<file path="src/rtl/bba_pkg.sv">
package bba_pkg;

    localparam int COORD_BITS = 12;
    localparam int ALPHA_BITS = 8;
    localparam int FMT_BITS   = 2;
    localparam int CFG_IDX_BITS  = 3;
    localparam int CFG_DATA_BITS = COORD_BITS;

    // configuration register indexes
    localparam logic [CFG_IDX_BITS-1:0] REG_BOX_WIDTH    = 3'd0;
    localparam logic [CFG_IDX_BITS-1:0] REG_BOX_HEIGHT   = 3'd1;
    localparam logic [CFG_IDX_BITS-1:0] REG_FILL_WIDTH   = 3'd2;
    localparam logic [CFG_IDX_BITS-1:0] REG_OPACITY      = 3'd3;
    localparam logic [CFG_IDX_BITS-1:0] REG_PIXEL_FORMAT = 3'd4;

    // pixel formats
    localparam logic [FMT_BITS-1:0] FMT_RGB565   = 2'd0;
    localparam logic [FMT_BITS-1:0] FMT_ARGB8888 = 2'd1;

    localparam logic [ALPHA_BITS-1:0] OPACITY_RESET = 8'd255;
    localparam logic [7:0] ALPHA_OPAQUE = 8'hFF;

    // border and fill colors
    localparam logic [7:0] EDGE_GREY = 8'd128;
    localparam logic [7:0] FILL_R    = 8'd0;
    localparam logic [7:0] FILL_G    = 8'd150;
    localparam logic [7:0] FILL_B    = 8'd255;

    typedef struct packed {
        logic [COORD_BITS-1:0] col;
        logic [COORD_BITS-1:0] row;
        logic [31:0]           background_pixel;
    } in_item_t;

    typedef struct packed {
        logic        write_pixel;
        logic [31:0] new_pixel;
    } out_item_t;

endpackage

</file>
<file path="src/rtl/bordered_bar_alpha_blend.sv">
// channel | direction | handshake               | payload
// in      | input     | in_valid / in_ready     | in_data (col, row, background_pixel)
// out     | output    | out_valid / out_ready   | out_data (write_pixel, new_pixel)
// cfg     | input     | cfg_write               | cfg_index, cfg_data
//
// four register stages: decode and unpack, multiply and add, divide by 255, pack.
// one item per cycle while the output is not stalled.
// a stage takes a new item when it is empty or its item moves on, so an item
// can enter while a finished one waits at the output.
// reset clears valid bits and sets configuration to defaults; pipeline payload is not reset.
module bordered_bar_alpha_blend (
    input  logic                                 clk,
    input  logic                                 rst_n,
    input  logic                                 in_valid,
    output logic                                 in_ready,
    input  bba_pkg::in_item_t                    in_data,
    output logic                                 out_valid,
    input  logic                                 out_ready,
    output bba_pkg::out_item_t                   out_data,
    input  logic                                 cfg_write,
    input  logic [bba_pkg::CFG_IDX_BITS-1:0]     cfg_index,
    input  logic [bba_pkg::CFG_DATA_BITS-1:0]    cfg_data
);
    import bba_pkg::*;

    function automatic logic [7:0] div255(input logic [15:0] x);
        logic [16:0] t;
        t = {1'b0, x} + {9'b0, x[15:8]} + 17'd1;
        return t[15:8];
    endfunction

    // configuration
    logic [COORD_BITS-1:0] box_width_reg;
    logic [COORD_BITS-1:0] box_height_reg;
    logic [COORD_BITS-1:0] fill_width_reg;
    logic [ALPHA_BITS-1:0] opacity_reg;
    logic [FMT_BITS-1:0]   pixel_format_reg;

    always_ff @(posedge clk or negedge rst_n)
    begin
        if (!rst_n)
        begin
            box_width_reg    <= '0;
            box_height_reg   <= '0;
            fill_width_reg   <= '0;
            opacity_reg      <= OPACITY_RESET;
            pixel_format_reg <= FMT_RGB565;
        end
        else if (cfg_write)
        begin
            case (cfg_index)
                REG_BOX_WIDTH:    box_width_reg    <= cfg_data[COORD_BITS-1:0];
                REG_BOX_HEIGHT:   box_height_reg   <= cfg_data[COORD_BITS-1:0];
                REG_FILL_WIDTH:   fill_width_reg   <= cfg_data[COORD_BITS-1:0];
                REG_OPACITY:      opacity_reg      <= cfg_data[ALPHA_BITS-1:0];
                REG_PIXEL_FORMAT: pixel_format_reg <= cfg_data[FMT_BITS-1:0];
                default: ;
            endcase
        end
    end

    // stage valid bits and per-stage ready chain
    logic s1_valid_reg, s2_valid_reg, s3_valid_reg, s4_valid_reg;
    logic s1_ready, s2_ready, s3_ready, s4_ready;

    assign s4_ready = !s4_valid_reg || out_ready;
    assign s3_ready = !s3_valid_reg || s4_ready;
    assign s2_ready = !s2_valid_reg || s3_ready;
    assign s1_ready = !s1_valid_reg || s2_ready;
    assign in_ready = s1_ready;

    always_ff @(posedge clk or negedge rst_n)
    begin
        if (!rst_n)
        begin
            s1_valid_reg <= 1'b0;
            s2_valid_reg <= 1'b0;
            s3_valid_reg <= 1'b0;
            s4_valid_reg <= 1'b0;
        end
        else
        begin
            if (s1_ready)
                s1_valid_reg <= in_valid;
            if (s2_ready)
                s2_valid_reg <= s1_valid_reg;
            if (s3_ready)
                s3_valid_reg <= s2_valid_reg;
            if (s4_ready)
                s4_valid_reg <= s3_valid_reg;
        end
    end

    // stage 1: classify the pixel, pick the color, unpack the background
    logic       s1_draw_next, s1_draw_reg;
    logic       s1_is565_next, s1_is565_reg;
    logic [7:0] s1_fg_r_next, s1_fg_g_next, s1_fg_b_next;
    logic [7:0] s1_fg_r_reg, s1_fg_g_reg, s1_fg_b_reg;
    logic [7:0] s1_bg_r_next, s1_bg_g_next, s1_bg_b_next;
    logic [7:0] s1_bg_r_reg, s1_bg_g_reg, s1_bg_b_reg;
    logic [7:0] s1_alpha_reg;

    logic in_box, fmt_ok, on_edge, in_fill;

    always_comb
    begin
        in_box  = (in_data.col < box_width_reg) && (in_data.row < box_height_reg);
        fmt_ok  = (pixel_format_reg == FMT_RGB565) || (pixel_format_reg == FMT_ARGB8888);
        // box size is at least one here whenever in_box holds, so the minus one cannot wrap
        on_edge = (in_data.row == '0) || (in_data.row == box_height_reg - 1'b1) ||
                  (in_data.col == '0) || (in_data.col == box_width_reg - 1'b1);
        in_fill = in_data.col < fill_width_reg;
        s1_draw_next  = in_box && fmt_ok && (on_edge || in_fill);
        s1_is565_next = pixel_format_reg == FMT_RGB565;
        if (on_edge)
        begin
            s1_fg_r_next = EDGE_GREY;
            s1_fg_g_next = EDGE_GREY;
            s1_fg_b_next = EDGE_GREY;
        end
        else
        begin
            s1_fg_r_next = FILL_R;
            s1_fg_g_next = FILL_G;
            s1_fg_b_next = FILL_B;
        end
        if (s1_is565_next)
        begin
            s1_bg_r_next = {in_data.background_pixel[15:11], 3'b000};
            s1_bg_g_next = {in_data.background_pixel[10:5], 2'b00};
            s1_bg_b_next = {in_data.background_pixel[4:0], 3'b000};
        end
        else
        begin
            s1_bg_r_next = in_data.background_pixel[23:16];
            s1_bg_g_next = in_data.background_pixel[15:8];
            s1_bg_b_next = in_data.background_pixel[7:0];
        end
    end

    always_ff @(posedge clk)
    begin
        if (s1_ready)
        begin
            s1_draw_reg  <= s1_draw_next;
            s1_is565_reg <= s1_is565_next;
            s1_fg_r_reg  <= s1_fg_r_next;
            s1_fg_g_reg  <= s1_fg_g_next;
            s1_fg_b_reg  <= s1_fg_b_next;
            s1_bg_r_reg  <= s1_bg_r_next;
            s1_bg_g_reg  <= s1_bg_g_next;
            s1_bg_b_reg  <= s1_bg_b_next;
            s1_alpha_reg <= opacity_reg;
        end
    end

    // stage 2: fg*a + bg*(255-a); an opacity of 255 gives fg back exactly
    logic [7:0]  inv_alpha;
    logic [15:0] s2_sum_r_next, s2_sum_g_next, s2_sum_b_next;
    logic [15:0] s2_sum_r_reg, s2_sum_g_reg, s2_sum_b_reg;
    logic        s2_draw_reg, s2_is565_reg;

    always_comb
    begin
        inv_alpha = ALPHA_OPAQUE - s1_alpha_reg;
        s2_sum_r_next = {8'b0, s1_fg_r_reg} * {8'b0, s1_alpha_reg}
                      + {8'b0, s1_bg_r_reg} * {8'b0, inv_alpha};
        s2_sum_g_next = {8'b0, s1_fg_g_reg} * {8'b0, s1_alpha_reg}
                      + {8'b0, s1_bg_g_reg} * {8'b0, inv_alpha};
        s2_sum_b_next = {8'b0, s1_fg_b_reg} * {8'b0, s1_alpha_reg}
                      + {8'b0, s1_bg_b_reg} * {8'b0, inv_alpha};
    end

    always_ff @(posedge clk)
    begin
        if (s2_ready)
        begin
            s2_sum_r_reg <= s2_sum_r_next;
            s2_sum_g_reg <= s2_sum_g_next;
            s2_sum_b_reg <= s2_sum_b_next;
            s2_draw_reg  <= s1_draw_reg;
            s2_is565_reg <= s1_is565_reg;
        end
    end

    // stage 3: exact divide by 255 for sums up to 255*255
    logic [7:0] s3_r_reg, s3_g_reg, s3_b_reg;
    logic       s3_draw_reg, s3_is565_reg;

    always_ff @(posedge clk)
    begin
        if (s3_ready)
        begin
            s3_r_reg     <= div255(s2_sum_r_reg);
            s3_g_reg     <= div255(s2_sum_g_reg);
            s3_b_reg     <= div255(s2_sum_b_reg);
            s3_draw_reg  <= s2_draw_reg;
            s3_is565_reg <= s2_is565_reg;
        end
    end

    // stage 4: pack into the output register
    out_item_t s4_out_next, s4_out_reg;

    always_comb
    begin
        s4_out_next.write_pixel = s3_draw_reg;
        if (!s3_draw_reg)
            s4_out_next.new_pixel = '0;
        else if (s3_is565_reg)
            s4_out_next.new_pixel = {16'b0, s3_r_reg[7:3], s3_g_reg[7:2], s3_b_reg[7:3]};
        else
            s4_out_next.new_pixel = {ALPHA_OPAQUE, s3_r_reg, s3_g_reg, s3_b_reg};
    end

    always_ff @(posedge clk)
    begin
        if (s4_ready)
            s4_out_reg <= s4_out_next;
    end

    assign out_valid = s4_valid_reg;
    assign out_data  = s4_out_reg;

endmodule

</file>
<file path="config.mk">
export PLATFORM = sky130hd
export DESIGN_NAME = bordered_bar_alpha_blend
export DESIGN_NICKNAME = d
export VERILOG_FILES = /design/src/rtl/bba_pkg.sv /design/src/rtl/bordered_bar_alpha_blend.sv
export SDC_FILE = /design/constraint.sdc
export NUM_CORES = 1
export LEC_CHECK = 0
export ABC_AREA = 1
export BUFFER_PORTS_ARGS = -buffer_cell sky130_fd_sc_hd__buf_2
export CAP_MARGIN = 15
export CORE_MARGIN = 10
export CORE_UTILIZATION = 65
export CTS_BUF_LIST = sky130_fd_sc_hd__clkbuf_2 sky130_fd_sc_hd__clkbuf_4 sky130_fd_sc_hd__clkbuf_8
export DETAILED_ROUTE_END_ITERATION = 8
export GPL_ROUTABILITY_DRIVEN = 0
export PLACE_DENSITY_LB_ADDON = 0.2
export SLEW_MARGIN = 5
export SYNTH_ARGS = -nofsm -noshare
export SYNTH_HDL_FRONTEND = slang
export SYNTH_SLANG_ARGS = --single-unit
export TNS_END_PERCENT = 100
</file>
<file path="constraint.sdc">
create_clock -name clk -period 11.92 [get_ports clk]
set_input_delay 0.596 -clock clk [delete_from_list [all_inputs] [get_ports clk]]
set_output_delay 0.596 -clock clk [all_outputs]
set_load 0.1 [all_outputs]
</file>
## Word level (Yosys, flattened, before mapping)

Index checks and enable logic that the tools add are counted.
Widths: inputs -> output; s select.

- Register bits: 217
- Output and inout bits: 35
- Word-level logic and storage cells: 96

- Add/subtract/negate cells: 12
- Multipliers: 6
- $lt $le $gt $ge: 3
- Eq/ne operators: 7
- Mux-type cells: 7
- Bitwise gates (word level): 1
- Reductions and logical operators: 26

Operators with widths:

| kind | number |
|---|---|
| $mul 8x8->16 | 6 |
| $add 16x1->16 const B | 3 |
| $add 16x16->16 | 3 |
| $add 16x8->16 | 3 |
| $lt 12x12->1 | 3 |
| $mux 32 | 1 |
| $mux 8 | 4 |
| $eq 12x12->1 | 2 |
| $logic_not 12->1 | 2 |
| $sub 12x1->12 const B | 2 |
| $reduce_and 2->1 | 5 |
| $logic_or 1x1->1 | 9 |
| $sub 8x8->8 const A | 1 |
| $mux 7 | 1 |
| $eq 3x2->1 const B | 2 |
| $mux 5 | 1 |
| $logic_not 1->1 | 4 |
| $eq 3x1->1 const B | 1 |
| $eq 3x3->1 const B | 1 |
| $logic_and 1x1->1 | 3 |
| $logic_not 3->1 | 1 |
| $eq 2x1->1 const B | 1 |
| $logic_not 2->1 | 1 |
| $reduce_or 2->1 | 1 |
| $not 1->1 | 1 |

## Logic depth before layout (Yosys ltp)

Gate-level depths: netlist (run 1).

- Depth in word-level cells: 7
- Depth in mapped cells: 25
- Depth with buffers taken out: 24

## Worst setup path before layout (run 1)

OpenSTA, ideal clock, no wires.

- Path kind: flip-flop to flip-flop
- Start: reg s1_alpha_reg[5]
- End: reg s2_sum_b_reg[12] (data pin)
- Arrival: 5.186 ns
- Required time: 11.655 ns
- Slack: 6.469 ns
- Stages on the path, launching flop included: 20
- Buffers on the path: 1
- Cells stage by stage: edfxtp_1 > clkbuf_1 > nand2_1 > fa_1 > inv_1 > fa_1 > inv_1 > fa_1 > inv_1 > fa_1 > fa_1 > inv_1 > fa_1 > inv_1 > ha_1 > a21oi_1 > o21ai_0 > a21oi_1 > o21ai_0 > xor2_1

- Word-level cells in the longest chain between the ends: 3
- Elaborated cells between the ends (all ways): 4
- Those cells by class: 2 x add/sub; 2 x mul

Ends and longest elaborated chain:

| item | line | RTL |
|---|---|---|
| start, declared | bordered_bar_alpha_blend.sv:101 | `logic [7:0] s1_alpha_reg;` |
| start signal, assigned | bordered_bar_alpha_blend.sv:153 | `s1_alpha_reg <= opacity_reg;` |
| $sub 8x8->8 | bordered_bar_alpha_blend.sv:165 | `inv_alpha = ALPHA_OPAQUE - s1_alpha_reg;` |
| $mul 8x8->16 | bordered_bar_alpha_blend.sv:171 | `+ {8'b0, s1_bg_b_reg} * {8'b0, inv_alpha};` |
| $add 16x16->16 * | bordered_bar_alpha_blend.sv:171 |  |
| via s2_sum_b_next[12] | bordered_bar_alpha_blend.sv:159 | `logic [15:0] s2_sum_r_next, s2_sum_g_next, s2_sum_b_next;` |
| end signal, assigned | bordered_bar_alpha_blend.sv:180 | `s2_sum_b_reg <= s2_sum_b_next;` |
| end, declared | bordered_bar_alpha_blend.sv:160 | `logic [15:0] s2_sum_r_reg, s2_sum_g_reg, s2_sum_b_reg;` |

The timed path passes the listed nets; every way through them passes the cells marked *.
A chain may end at the register's enable or synchronous reset.

## Worst setup path in the final report (run 1)

- Start: reg s1_alpha_reg[4]
- End: reg s2_sum_b_reg[13] (data pin)

The elaborated chain is that of the path after synthesis.

==> results.toml, run 1 <==
[floorplan]
die_area_um2 = 35600
rows = 61
coreArea_um2 = 27900
die_y_um = 189
die_w_um = 189
start_util_pct = 66.2
ios = 111

[hold_path]
hp-class = "input port to asynchronous set/reset pin"

[placed_design]
port_buffers = 102
dpl_cell_area_um2 = 19400
dp.cells = 2441
dp_hpwl_mm = 31.3

[critical_path]
end_kind = "flip-flop"
required_ps = 12150
cp.arrival_ps = 6450
crit_fanout = 21
path_class = "flip-flop to flip-flop"
start_kind = "flip-flop"

[yosys]
avgSynthCellArea_um2 = 9.28
syn_nets = 2510
synth_cell_types = 46
syn_area_um2 = 18500
synth_cells = 1993
yosysSeqAreaShare_pct = 29.2
synth-seq-cells = 188
synth_warnings = 0

[grt]
gr-usage-all-layers_pct = 22.5
globalRoute.totalOverflow = 0
grt_pass1_wl_mm = 65.7
antenna_found_initial = 0
grt_pass1_vias = 14148
grt_max_degree = 51

[cells_and_area]
fin_area_um2 = 19800
finalNetCount = 2599
drive_above_1_share_pct = 8.88
largest_reg_flops = 26
fin_cells = 2473
syn_to_final_growth_pct = 7.17
n_antenna_cell = 0

[clocking]
postCtsSetupRepairBufs = 0
cts_tree = "yes"
cts_max_level = 4
hold_buffers = 0
clock_latency_ps = 490
cts_resized = 0
cts_buffers = 17
cts-root-buf = "clkbuf_8"
cts.clk_slew.worst_paths_ps = 140
cts.sinks = 188
cts_max_path_buffers = 2

[sta]
hold_viol = 0
slew_viol_final = 0
relSlewSlack_pct = 33.7
worstMarginPinSlew_ps = 994
skew_ps = 32.2
setup_viol = 0
finalCritPeriodShare_pct = 52.2
fmax_mhz = 161
post-route-min-period_ps = 6230
tns_ps = 0
rsz0062_at_grt = "false"

[status]
status = "complete, no violations"

[route]
drt-initial-drc-count = 673
drc = 0
via_count = 13312
drtAntennaViolNets = 0
viasPerCell = 5.38
routed_wl_mm = 38.4
routedWlPerCell_um = 15.5
drtPass1Iterations = 7

[flow_run]
cap_violations = 0
==> cell families (layout without fill, tap and decap cells) <==
| kind of cell | count (synthesis) | after routing | synth area share, % |
|---|---|---|---|
| XOR/XNOR | 67 | 67 | 3.32 |
| other | 1 | 1 | 0.0203 |
| flip-flops | 188 | 188 | 29.2 |
| buffers and inverters | 491 | 593 | 10.1 |
| multiplexers | 3 | 3 | 0.183 |
| adder cells (fa/ha/maj) | 441 | 441 | 37.9 |
| AND/OR/NAND/NOR | 597 | 597 | 13.1 |
| AO/OA/AOI/OAI | 205 | 205 | 6.16 |
==> synthesized netlist by cell type (all sizes together) <==
cell | number | area, um2
inv | 447 | 1680
nor2 | 273 | 1060
nand2 | 249 | 942
ha | 242 | 3030
fa | 199 | 3980
edfxtp | 138 | 4140
o21ai | 101 | 517
a21oi | 77 | 412
nand3 | 45 | 230
dfrtp | 42 | 1050
xor2 | 41 | 359
clkbuf | 35 | 131
xnor2 | 24 | 210
nand4 | 10 | 68.8
dfstp | 8 | 210
buf | 7 | 52.6
nor4 | 7 | 43.8
nor3 | 6 | 30.0
a21o | 5 | 37.5
a31oi | 4 | 25.0
o2111ai | 4 | 35.0
o21a | 4 | 37.5
o21bai | 4 | 30.0
or2 | 4 | 25.0
mux2 | 3 | 33.8
nand3b | 3 | 22.5
clkinv | 2 | 7.51
o31ai | 2 | 15.0
xnor3 | 2 | 45.0
a211oi | 1 | 7.51
a21boi | 1 | 7.51
a22o | 1 | 8.76
conb | 1 | 3.75
o211ai | 1 | 7.51
==> worst paths after layout <==
path / startpoint / to / slack (ps) / cells past startpoint
setup reg to reg: s1_alpha_reg[4] / s2_sum_b_reg[13] / 5690 / 17
setup / recovery: s1_alpha_reg[4] / s2_sum_b_reg[13] / 5690 / 17
max in group asynchronous: rst_n / s2_valid_reg / 11210 / 2
hold / removal: rst_n / box_width_reg[5] / 190 / 2
min in group clk: in_valid / s1_valid_reg / 320 / 3
hold reg to reg: s2_draw_reg / s3_draw_reg / 430 / 0
==> critical path: stages (launching register included) <==
cell      delay, ps
edfxtp_1       1020
clkinv_1        540
nand2_1         220
fa_1            450
inv_1           110
fa_1            430
fa_1            520
fa_1            430
fa_1            490
inv_1            50
fa_1            470
inv_1            40
ha_1            340
a21oi_1         230
o21ai_0         130
a21oi_1         190
o21ai_0         130
xor2_1          170
==> per-layer routing <==
metal	vias to the layer above	wire (um)	GRT usage, %
li1	6393	-	-
met2	454	19200	39.6
met5	-	0	0
met4	0	1060	7.51
met3	76	2540	3.93
met1	6389	15600	27.3
==> layout by cell type, fill, tap and decap left out, drive strengths merged, types with 2 or more instances in the layout <==
cell type	n
nor3	6
ha	242
nor4	7
mux2	3
or2	4
dfstp	8
xnor2	24
nand3	45
xor2	41
a21o	5
o2111ai	4
clkbuf	17
edfxtp	138
nor2	273
a31oi	4
o21a	4
clkinv	8
nand4	10
nand2	249
nand3b	3
fa	199
dfrtp	42
inv	454
o31ai	2
o21bai	4
buf	112
o21ai	101
a21oi	77
xnor3	2
==> cell type report <==
type | instances | area, um2
clock inverter | 15 | 214
fill | 2114 | 8100
tap | 378 | 473
multi-input combinational | 1314 | 11200
sequential | 188 | 5410
timing repair buffer | 112 | 586
inverter | 449 | 1690
clock buffer | 17 | 234
==> per-stage QoR <==
stage          util (%)  worst slack (ps)  hold slack (ps)
6_report           71.0              5690              185
5_1_grt            71.0              5430              261
4_1_cts            71.0              5790              214
3_5_place_dp       69.4              5810              405
3_3_place_gp       69.4              5910              404
2_1_floorplan         -              6470              300
Power of run 1 is not shown: default switching activity piles up to over one toggle a cycle in this logic, so the estimate is an artifact.
==> inputs of run 2 (changes only) <==
--- a/config.mk
+++ b/config.mk
@@ -9,7 +9,7 @@
 export BUFFER_PORTS_ARGS = -buffer_cell sky130_fd_sc_hd__buf_2
 export CAP_MARGIN = 15
 export CORE_MARGIN = 10
-export CORE_UTILIZATION = 65
+export CORE_UTILIZATION = 64
 export CTS_BUF_LIST = sky130_fd_sc_hd__clkbuf_2 sky130_fd_sc_hd__clkbuf_4 sky130_fd_sc_hd__clkbuf_8
 export DETAILED_ROUTE_END_ITERATION = 8
 export GPL_ROUTABILITY_DRIVEN = 0
==> constraint.sdc (replaced) <==
create_clock -name clk -period 6.54 [get_ports clk]
set_input_delay 0.327 -clock clk [delete_from_list [all_inputs] [get_ports clk]]
set_output_delay 0.327 -clock clk [all_outputs]
set_load 0.1 [all_outputs]
==> results.toml, run 2 (synthesized netlist as in run 1, its figures left out) <==
[hold_path]
hp-class = "input port to flip-flop"

[critical_path]
path_common_cell = "fa_1"
end_kind = "flip-flop"
worstPathCellList = "nand2_1, fa_1, inv_1, fa_1, inv_1, fa_1, inv_1, fa_1, fa_1, inv_1, fa_1, inv_1, ha_1, a21oi_1, o21ai_0, a21oi_1, o21ai_0, xor2_1"
cpMaxStageDelayCell = "fa_1"
crit_path_max_incr_delay_ps = 660
path_class = "flip-flop to flip-flop"
cp.arrival_ps = 5940
required_ps = 6790
crit_fanout = 10
start_kind = "flip-flop"

[grt]
grt_max_degree = 51
grt_pass1_wl_mm = 65.4
gr-usage-all-layers_pct = 22.3
globalRoute.totalOverflow = 0
grt_pass1_vias = 13930
antenna_found_initial = 0

[sta]
setup_viol = 0
post-route-min-period_ps = 5680
slew_viol_final = 0
skew_ps = 28.4
layout_setup_ws_ps = 856
fmax_mhz = 176
tns_ps = 0
relSlewSlack_pct = 34.8
rsz0062_at_grt = "false"
hold_viol = 0
finalCritPeriodShare_pct = 86.9
worstMarginPinSlew_ps = 976
whs_ps = 37.6

[route]
drtAntennaViolNets = 0
drc = 0
routedWlPerCell_um = 15.3
routed_wl_mm = 38.0
viasPerCell = 5.28
via_count = 13097
drtPass1Iterations = 5
drt-initial-drc-count = 726

[floorplan]
die_w_um = 190
ios = 111
die_y_um = 190
die_area_um2 = 36100
start_util_pct = 64.6
rows = 62
coreArea_um2 = 28600

[clocking]
cts_max_level = 4
cts_tree = "yes"
cts_max_path_buffers = 2
cts_resized = 0
cts_buffers = 17
cts.sinks = 188
cts.clk_slew.worst_paths_ps = 130
clock_latency_ps = 490
cts-root-buf = "clkbuf_8"

[cells_and_area]
multiInputGateArea_um2 = 11200
n_antenna_cell = 0
layout.cells.most_common = "inv_1"
drive_above_1_share_pct = 8.92
finalNetCount = 2601
n_fill_cell = 2195
seq_area_um2 = 5410
syn_to_final_growth_pct = 7.23
final_cell_mix = "444 x inv_1, 261 x nor2_1, 245 x nand2_1, 242 x ha_1, 199 x fa_1"
largest_reg_flops = 26
fin_area_um2 = 19800

[placed_design]
dp_slack_ps = 808
dpl_cell_area_um2 = 19400
dp_hpwl_mm = 31.5
port_buffers = 102

[flow_run]
cap_violations = 0

[status]
status = "complete, no violations"
run 2: cell count changes in the layout (fill, tap and decap cells not counted):
cell / before / now
inv_8: 4 / 3
dlygate4sd3_1: 0 / 1
buf_4: 10 / 11
inv_12: 2 / 4
bufinv_16: 1 / 0
clkinvlp_4: 1 / 0
clkinv_8: 5 / 4
inv_6: 1 / 3
run 2: area by class of cell:
class,count,share of cell area (%)
inverters,449,8.49
repair buffers,114,3.04
clock inverters,15,1.00
clock buffers,17,1.18
flip-flops and latches,188,27.2
well taps,384,2.42
multi-input cells,1314,56.6
run 2: critical path, delay by kind of cell (launching register included):
| kind | cells | cell delay [ps] |
|---|---|---|
| buffers and inverters | 5 | 370 |
| adder cells (fa/ha/maj) | 7 | 3480 |
| XOR/XNOR | 1 | 160 |
| flip-flops | 1 | 610 |
| AO/OA/AOI/OAI | 4 | 630 |
| AND/OR/NAND/NOR | 1 | 210 |
run 2: through the flow:
stage,util (%),std cells
5_1_grt,69.3,2481
2_1_floorplan,-,1993
6_report,69.3,2481
3_3_place_gp,67.8,2448
4_1_cts,69.3,2481
3_5_place_dp,67.8,2448
run 2: routing by layer:
| layer | global-route usage (%) | part of all wire, % |
|---|---|---|
| met1 | 27.3 | 42 |
| met2 | 39.0 | 50 |
| met3 | 4.16 | 5.6 |
| met4 | 7.20 | 2.5 |
| met5 | 0 | 0 |
run 2: final timing paths:
| check | depth (start not counted) | slack, ps | to | startpoint |
|---|---|---|---|---|
| max | 18 | 860 | s2_sum_b_reg[12] | s1_alpha_reg[5] |
| min | 3 | 40 | s1_valid_reg | in_valid |
| max reg2reg | 18 | 860 | s2_sum_b_reg[12] | s1_alpha_reg[5] |
| min reg2reg | 0 | 420 | s2_is565_reg | s1_is565_reg |
| max in group asynchronous | 3 | 5550 | box_height_reg[10] | rst_n |
| min in group asynchronous | 3 | 480 | box_width_reg[3] | rst_n |
run 2: what timing repair did:
action / 4_1_cts / 5_1_grt
hold buffers: 1 / 0
buffers inserted: 0 / 0
endpoints found under the hold margin: 42 / 0
Power of run 2 is left out for the same reason.
